--- src/hw/rtl/tpsu_pkg.sv ---
// Shared types and constants for the tick-driven PWM and soft 8N1 UART block.
// No dependencies.
`timescale 1ns / 1ps

package tpsu_pkg;

  localparam int unsigned CFG_IDX_W  = 1;
  localparam int unsigned CFG_DATA_W = 16;

  // configuration register indexes
  localparam logic [CFG_IDX_W-1:0] REG_PWM_PERIOD = 1'd0;
  localparam logic [CFG_IDX_W-1:0] REG_PWM_DUTY   = 1'd1;

  localparam logic [15:0] PWM_PERIOD_RST = 16'd100;
  localparam logic [15:0] PWM_DUTY_RST   = 16'd0;

  // start bit, eight data bits, stop bit
  localparam logic [3:0] TX_STOP_IDX  = 4'd9;
  localparam logic [3:0] RX_LAST_SLOT = 4'd8;

  typedef struct packed {
    logic       rx_pin;
    logic       tx_has_byte;
    logic [7:0] tx_data;
  } tick_in_t;

  typedef struct packed {
    logic       pwm_out;
    logic       tx_line;
    logic       tx_take;
    logic       rx_valid;
    logic [7:0] rx_data;
  } tick_out_t;

endpackage

--- src/hw/rtl/tick_pwm_and_soft_uart_top.sv ---
// Top level of the tick-driven PWM generator and bit-banged 8N1 transmitter/receiver.
// Depends on tpsu_pkg.
`timescale 1ns / 1ps
//
// Usage:
//   Each transfer on the in_ channel is one timer tick: the sampled rx line and
//   an optionally offered transmit byte. Every tick gives exactly one result on
//   the out_ channel: PWM level, tx line level, whether the offered byte was
//   taken, and a received byte when one completes (rx_data is zero otherwise).
//   The tick's state update and its result are written in the cycle of the
//   input transfer, and the result shows on out_ in the next.
//   Throughput is one tick per clock; the only limit is the single output
//   register. While out_stall holds a result, in_stall is raised and no tick
//   is taken; a tick is taken in the same cycle the waiting result leaves.
//   The cfg_ port writes pwm_period (index 0) and pwm_duty (index 1); write it
//   only when no tick is in flight.
//   Reset (rst_n low, synchronous) empties the output register, sets period
//   100 and duty 0, PWM low, tx line high and idle, and the receiver disarmed.
//   Bit time is TICKS_PER_BIT ticks; the receiver samples each data bit at its
//   middle after a falling edge on the rx line.

module tick_pwm_and_soft_uart_top
  import tpsu_pkg::*;
#(
  parameter int unsigned TICKS_PER_BIT = 6
) (
  input  logic                  clk,
  input  logic                  rst_n,
  input  logic                  cfg_we,
  input  logic [CFG_IDX_W-1:0]  cfg_index,
  input  logic [CFG_DATA_W-1:0] cfg_wdata,
  input  logic                  in_valid,
  output logic                  in_stall,
  input  tick_in_t              in_data,
  output logic                  out_valid,
  input  logic                  out_stall,
  output tick_out_t             out_data
);

  localparam int unsigned SUB_W = $clog2(TICKS_PER_BIT);
  localparam int unsigned HALF  = TICKS_PER_BIT / 2;
  localparam logic [SUB_W-1:0] SUB_LAST    = SUB_W'(TICKS_PER_BIT - 1);
  localparam logic [SUB_W-1:0] SUB_SAMPLE  = SUB_W'(HALF);
  localparam logic [SUB_W-1:0] SUB_RX_DONE = SUB_W'(TICKS_PER_BIT - HALF);

  logic [15:0] pwm_period_r, pwm_duty_r;

  logic [15:0] pwm_counter_r, pwm_counter_nxt;
  logic        pwm_level_r, pwm_level_nxt;

  logic             tx_busy_r, tx_busy_nxt;
  logic [3:0]       tx_bit_index_r, tx_bit_index_nxt;
  logic [7:0]       tx_shift_r, tx_shift_nxt;
  logic [SUB_W-1:0] tx_phase_r, tx_phase_nxt;
  logic             tx_level_r, tx_level_nxt;

  // rx position is kept as bit slot and tick within the slot
  logic             rx_active_r, rx_active_nxt;
  logic [SUB_W-1:0] rx_sub_r, rx_sub_nxt;
  logic [3:0]       rx_slot_r, rx_slot_nxt;
  logic [7:0]       rx_shift_r, rx_shift_nxt;
  logic             rx_previous_r;

  logic      out_valid_r;
  tick_out_t out_data_r, out_data_nxt;

  logic in_fire;
  logic take, arm;
  logic [3:0] tx_idx_m1, rx_slot_m1;
  logic [15:0] pwm_inc;

  assign in_stall  = out_valid_r & out_stall;
  assign in_fire   = in_valid & ~in_stall;
  assign out_valid = out_valid_r;
  assign out_data  = out_data_r;

  always_comb begin
    pwm_inc         = pwm_counter_r + 16'd1;
    pwm_counter_nxt = pwm_inc;
    pwm_level_nxt   = pwm_level_r;
    if (pwm_inc < pwm_period_r) begin
      if (pwm_duty_r == pwm_inc) pwm_level_nxt = 1'b0;
    end else begin
      pwm_counter_nxt = '0;
      pwm_level_nxt   = (pwm_duty_r != '0);
    end

    // transmitter
    take             = in_data.tx_has_byte & ~tx_busy_r;
    tx_busy_nxt      = tx_busy_r | take;
    tx_shift_nxt     = take ? in_data.tx_data : tx_shift_r;
    tx_bit_index_nxt = take ? 4'd0 : tx_bit_index_r;
    tx_level_nxt     = tx_level_r;
    tx_idx_m1        = tx_bit_index_nxt - 4'd1;
    if (tx_busy_nxt && tx_phase_r == '0) begin
      if (tx_bit_index_nxt == 4'd0) begin
        tx_level_nxt = 1'b0;
      end else if (tx_bit_index_nxt < TX_STOP_IDX) begin
        tx_level_nxt = tx_shift_nxt[tx_idx_m1[2:0]];
      end else begin
        tx_level_nxt = 1'b1;
        tx_busy_nxt  = 1'b0;
      end
      tx_bit_index_nxt = tx_bit_index_nxt + 4'd1;
    end
    tx_phase_nxt = (tx_phase_r == SUB_LAST) ? '0 : tx_phase_r + SUB_W'(1);

    // receiver
    arm           = ~rx_active_r & rx_previous_r & ~in_data.rx_pin;
    rx_active_nxt = rx_active_r | arm;
    rx_sub_nxt    = arm ? '0 : rx_sub_r;
    rx_slot_nxt   = arm ? 4'd0 : rx_slot_r;
    rx_shift_nxt  = arm ? 8'd0 : rx_shift_r;
    rx_slot_m1    = rx_slot_nxt - 4'd1;

    out_data_nxt.rx_valid = 1'b0;
    out_data_nxt.rx_data  = 8'd0;
    if (rx_active_nxt) begin
      // slot 0 is the start bit; slots 1..8 carry data bits 0..7
      if (rx_sub_nxt == SUB_SAMPLE && rx_slot_nxt != 4'd0) begin
        rx_shift_nxt[rx_slot_m1[2:0]] = rx_shift_nxt[rx_slot_m1[2:0]] | in_data.rx_pin;
      end
      if (rx_slot_nxt == RX_LAST_SLOT && rx_sub_nxt == SUB_RX_DONE) begin
        out_data_nxt.rx_valid = 1'b1;
        out_data_nxt.rx_data  = rx_shift_nxt;
        rx_active_nxt         = 1'b0;
        rx_sub_nxt            = '0;
        rx_slot_nxt           = 4'd0;
      end else if (rx_sub_nxt == SUB_LAST) begin
        rx_sub_nxt  = '0;
        rx_slot_nxt = rx_slot_nxt + 4'd1;
      end else begin
        rx_sub_nxt = rx_sub_nxt + SUB_W'(1);
      end
    end

    out_data_nxt.pwm_out = pwm_level_nxt;
    out_data_nxt.tx_line = tx_level_nxt;
    out_data_nxt.tx_take = take;
  end

  always_ff @(posedge clk) begin
    if (!rst_n) begin
      pwm_period_r   <= PWM_PERIOD_RST;
      pwm_duty_r     <= PWM_DUTY_RST;
      pwm_counter_r  <= '0;
      pwm_level_r    <= 1'b0;
      tx_busy_r      <= 1'b0;
      tx_bit_index_r <= '0;
      tx_shift_r     <= '0;
      tx_phase_r     <= '0;
      tx_level_r     <= 1'b1;
      rx_active_r    <= 1'b0;
      rx_sub_r       <= '0;
      rx_slot_r      <= '0;
      rx_shift_r     <= '0;
      rx_previous_r  <= 1'b1;
      out_valid_r    <= 1'b0;
    end else begin
      if (cfg_we) begin
        case (cfg_index)
          REG_PWM_PERIOD: pwm_period_r <= cfg_wdata;
          REG_PWM_DUTY:   pwm_duty_r   <= cfg_wdata;
          default: ;
        endcase
      end
      if (in_fire) begin
        pwm_counter_r  <= pwm_counter_nxt;
        pwm_level_r    <= pwm_level_nxt;
        tx_busy_r      <= tx_busy_nxt;
        tx_bit_index_r <= tx_bit_index_nxt;
        tx_shift_r     <= tx_shift_nxt;
        tx_phase_r     <= tx_phase_nxt;
        tx_level_r     <= tx_level_nxt;
        rx_active_r    <= rx_active_nxt;
        rx_sub_r       <= rx_sub_nxt;
        rx_slot_r      <= rx_slot_nxt;
        rx_shift_r     <= rx_shift_nxt;
        rx_previous_r  <= in_data.rx_pin;
        out_valid_r    <= 1'b1;
      end else if (!out_stall) begin
        out_valid_r <= 1'b0;
      end
    end
  end

  always_ff @(posedge clk) begin
    if (in_fire) out_data_r <= out_data_nxt;
  end

  // idle transmitter takes an offered byte
  a_tx_take_idle: assert property (@(posedge clk) disable iff (!rst_n)
    in_fire && in_data.tx_has_byte && !tx_busy_r |=> out_data_r.tx_take)
    else $error("offered byte not taken by idle transmitter");

  a_tx_no_take_busy: assert property (@(posedge clk) disable iff (!rst_n)
    in_fire && tx_busy_r |=> !out_data_r.tx_take)
    else $error("byte taken while transmitter busy");

  a_tx_idle_high: assert property (@(posedge clk) disable iff (!rst_n)
    !tx_busy_r |-> tx_level_r)
    else $error("tx line low while transmitter idle");

  a_rx_done_reported: assert property (@(posedge clk) disable iff (!rst_n)
    $past(rst_n) && $fell(rx_active_r) |-> out_valid_r && out_data_r.rx_valid)
    else $error("receiver disarmed without reporting a byte");

endmodule
--- config.mk ---
export PLATFORM = sky130hd
export DESIGN_NAME = tick_pwm_and_soft_uart_top
export DESIGN_NICKNAME = d
export VERILOG_FILES = /design/src/hw/rtl/tpsu_pkg.sv /design/src/hw/rtl/tick_pwm_and_soft_uart_top.sv
export SDC_FILE = /design/constraint.sdc
export NUM_CORES = 1
export LEC_CHECK = 0
export BUFFER_PORTS_ARGS = -buffer_cell sky130_fd_sc_hd__buf_2
export CAP_MARGIN = 25
export CELL_PAD_IN_SITES_DETAIL_PLACEMENT = 1
export CELL_PAD_IN_SITES_GLOBAL_PLACEMENT = 1
export CORE_UTILIZATION = 44
export DETAILED_ROUTE_END_ITERATION = 7
export PLACE_DENSITY = 0.9
export SKIP_LAST_GASP = 1
export SYNTH_ARGS = -nofsm -noshare
export SYNTH_HDL_FRONTEND = slang
export SYNTH_SLANG_ARGS = --single-unit
--- constraint.sdc ---
create_clock -name clk -period 5.7 [get_ports clk]
set_input_delay 0.57 -clock clk [delete_from_list [all_inputs] [get_ports clk]]
set_output_delay 0.57 -clock clk [all_outputs]
set_load 0.02 [all_outputs]
==> results.ini <==
[logic_synthesis]
ys_warn_count=0
syn_area_sq_um=5365
syn_area_per_cell_sq_um=8.056
synth_seq_cells=96
synth-edff-count=12
yosysSeqAreaShare=0.3806
synth_nets=719
yosys_most_used_dff=dfxtp_1
synthCells=666
async_flop_share=0
synth_cell_types=63

[global_route]
grt_start_max_net_pins=53
top_usage_layer=met2
use_met1=0.3069
grt_pass1_vias=5211
gr-usage-met3=0.06156
grt_first_pass_wirelength_mm=25.94
grt_use_total=0.2590
antenna_found_initial=0
grt-ovfl-total=0
use_met2=0.4634

[sta]
setup_violations=0
fin_crit_ns=4.048
skew_ns=0.007334
whs_ns=0.4539
tightest_slew_ns=0.8352
rsz0062_at_grt=no
hold_viol_final=0
max_freq_mhz=247.0
setup_tns_ns=0
slew_violations=0
fin_crit_sh=0.7102
maxSlewHeadroom=0.4412

[place]
gp_congestion=0.8977
place.detailed.hpwl_mm=10.67
dpl.cell_count=820
portBuffers=45

[detailed_routing]
drt_pass1_iterations=5
drc=0
via_per_inst=5.990
first_iter_violations=309
detail-route-antenna-nets=0
dr_total_vias=5008
wl_per_cell_um=18.78
wirelength_mm=15.70

[floorplan]
pin_count=46
core_area_sq_um=11660
floorplan.initialDensity=0.4600
die_area_sq_um=12640
die_x_um=112.4
die_y_um=112.4
row_count=39

[clocking]
cts_tree=done
post_cts_resized=0
cts_max_level=3
postCtsSetupBuffers=0
cts_sinks=96
postCtsHoldBufs=0
numCtsBuffers=9
cts_buffer_depth=2
cts.clk_slew.worst_paths_ns=0.07
clk_latency_ns=0.35
root_buffer=clkbuf_16

[critical_path]
worstReg2RegStart=pwm_counter_r[0]$_SDFFE_PN0P_
cp.arrival_ns=4.33
crit_end=pwm_counter_r[7]$_SDFFE_PN0P_
crit_path_end_kind=flop
path_cells=ha_1 -> nand3_2 -> or3_1 -> xnor2_1 -> ha_1 -> a21oi_1 -> o21ai_0 -> a21oi_1 -> o21ai_0 -> buf_4 -> nor2_1 -> nand3_1 -> a21oi_1
crit_top_cell=a21oi_1
required_ns=5.98
start_kind=flop
cp_max_fo=20
critical_path.max_stage_delay_ns=0.65
reg2reg_slack_ns=1.65
r2r-end=pwm_counter_r[7]$_SDFFE_PN0P_
crit_path_top_delay_cell=nor2_1
cp-startpoint=pwm_counter_r[0]$_SDFFE_PN0P_
r2r_cells=13
cp.depth=13
critPathTopFamily=simple AND/OR/NAND/NOR gates
crit_buf_inv=1
path_class=reg -> reg

[power_and_ir_drop]
leakagePower_nw=2.341
finalPower_w=0.001512
peakVddDrop_mv=0.2572
powerDensity_nw_per_um2=254.5

[cells_and_area]
drive_above_1_share=0.1227
layout_common_cells=135 x nand2_1, 84 x dfxtp_1, 67 x a21oi_1
fill_cells=1415
syn2layout_area_growth_pct=10.75
finalNonFillerCells=836
diodes=0
fin_util=0.5095
nets=741
final_common_cell=nand2_1

[min_path]
hold_class=in -> reg

[flow_run]
cap_violations=0

[run_status]
status=finished clean

final cells by class:
class                      instances  area, sq um  share of cell area
clock inverter                     5        43.79            0.007370
multi-input combinational        500         3035              0.5108
timing repair buffer              49        267.8             0.04506
tap                              143        178.9             0.03011
inverter                          32        120.1             0.02021
sequential                        96         2042              0.3437
clock buffer                      11        254.0             0.04275
stage by stage:
| step | setup WS, ns | area [sq um] |
|---|---|---|
| floorplan | 2.465 | 5365 |
| global placement | 2.128 | 5624 |
| detailed placement | 1.872 | 5644 |
| CTS | 1.696 | 5942 |
| global route | 1.398 | 5942 |
| finish | 1.652 | 5942 |
where the power goes:
group	internal, W	switching, W
combinational	0.0000586	0.000104
clock	0.000331	0.000287
sequential	0.000709	0.0000232
total	0.00110	0.000414
cell usage after synthesis, drive strengths merged (4+ instances only):
| cell type | count | area, sq um |
|---|---|---|
| nor3b | 5 | 37.54 |
| and3 | 10 | 62.56 |
| edfxtp | 12 | 360.4 |
| nor2b | 6 | 37.54 |
| nand2 | 136 | 526.8 |
| nor4 | 11 | 120.1 |
| nand2b | 10 | 62.56 |
| xor2 | 12 | 105.1 |
| o21ai | 44 | 220.2 |
| clkbuf | 29 | 108.9 |
| buf | 9 | 58.80 |
| nand3 | 14 | 80.08 |
| nor2 | 44 | 165.2 |
| a22oi | 8 | 60.06 |
| o211ai | 6 | 45.04 |
| xnor2 | 19 | 185.2 |
| dfxtp | 84 | 1682 |
| a21oi | 67 | 335.3 |
| or3 | 5 | 31.28 |
| inv | 32 | 120.1 |
| nand4 | 10 | 83.83 |
| and2 | 6 | 37.54 |
| ha | 21 | 262.8 |
| a22o | 4 | 35.03 |
| nor3 | 17 | 95.09 |
| nand3b | 4 | 30.03 |
state kept, by name (all words and copies together), names as in the netlist:
name            count
rx_previous_r       1
tx_level_r          1
tx_phase_r          3
pwm_counter_r      16
tx_busy_r           1
pwm_level_r         1
rx_active_r         1
tx_shift_r          8
rx_slot_r           4
pwm_period_r       16
rx_shift_r          8
pwm_duty_r         16
out_valid           1
rx_sub_r            3
tx_bit_index_r      4
out_data           12
worst reg2reg max path: stages, from the launching register on:
cell and delay [ns]:
dfxtp_1 0.51, ha_1 0.33, nand3_2 0.24, or3_1 0.52, xnor2_1 0.21, ha_1 0.24
a21oi_1 0.24, o21ai_0 0.15, a21oi_1 0.18, o21ai_0 0.13, buf_4 0.23, nor2_1 0.65
nand3_1 0.16, a21oi_1 0.18
worst min path at each step:
stage / startpoint / endpoint / slack [ns] / cells after the start
finish: in_data[4] / tx_shift_r[4]$_SDFFE_PN0P_ / 0.45 / 3
global route: in_data[0] / tx_shift_r[0]$_SDFFE_PN0P_ / 0.46 / 3
CTS: in_data[4] / tx_shift_r[4]$_SDFFE_PN0P_ / 0.45 / 3
detailed placement: tx_shift_r[2]$_SDFFE_PN0P_ / tx_shift_r[2]$_SDFFE_PN0P_ / 0.45 / 2
global placement: tx_shift_r[3]$_SDFFE_PN0P_ / tx_shift_r[3]$_SDFFE_PN0P_ / 0.44 / 2
floorplan: tx_shift_r[0]$_SDFFE_PN0P_ / tx_shift_r[0]$_SDFFE_PN0P_ / 0.43 / 2
metal layers:
layer  wire length, um  vias up
li1                  -     2354
met1              6773     2501
met2              7974      125
met3               640       28
met4               314        0
met5                 0        -
cells by family after synthesis:
kind of cell,share of synthesized area
flops,0.3806
fa+ha+maj,0.04897
xor+xnor,0.05830
mux,0.02239
compound gates,0.1695
buf+inv,0.05364
simple gates,0.2666
(Power assumes the default switching activity.)
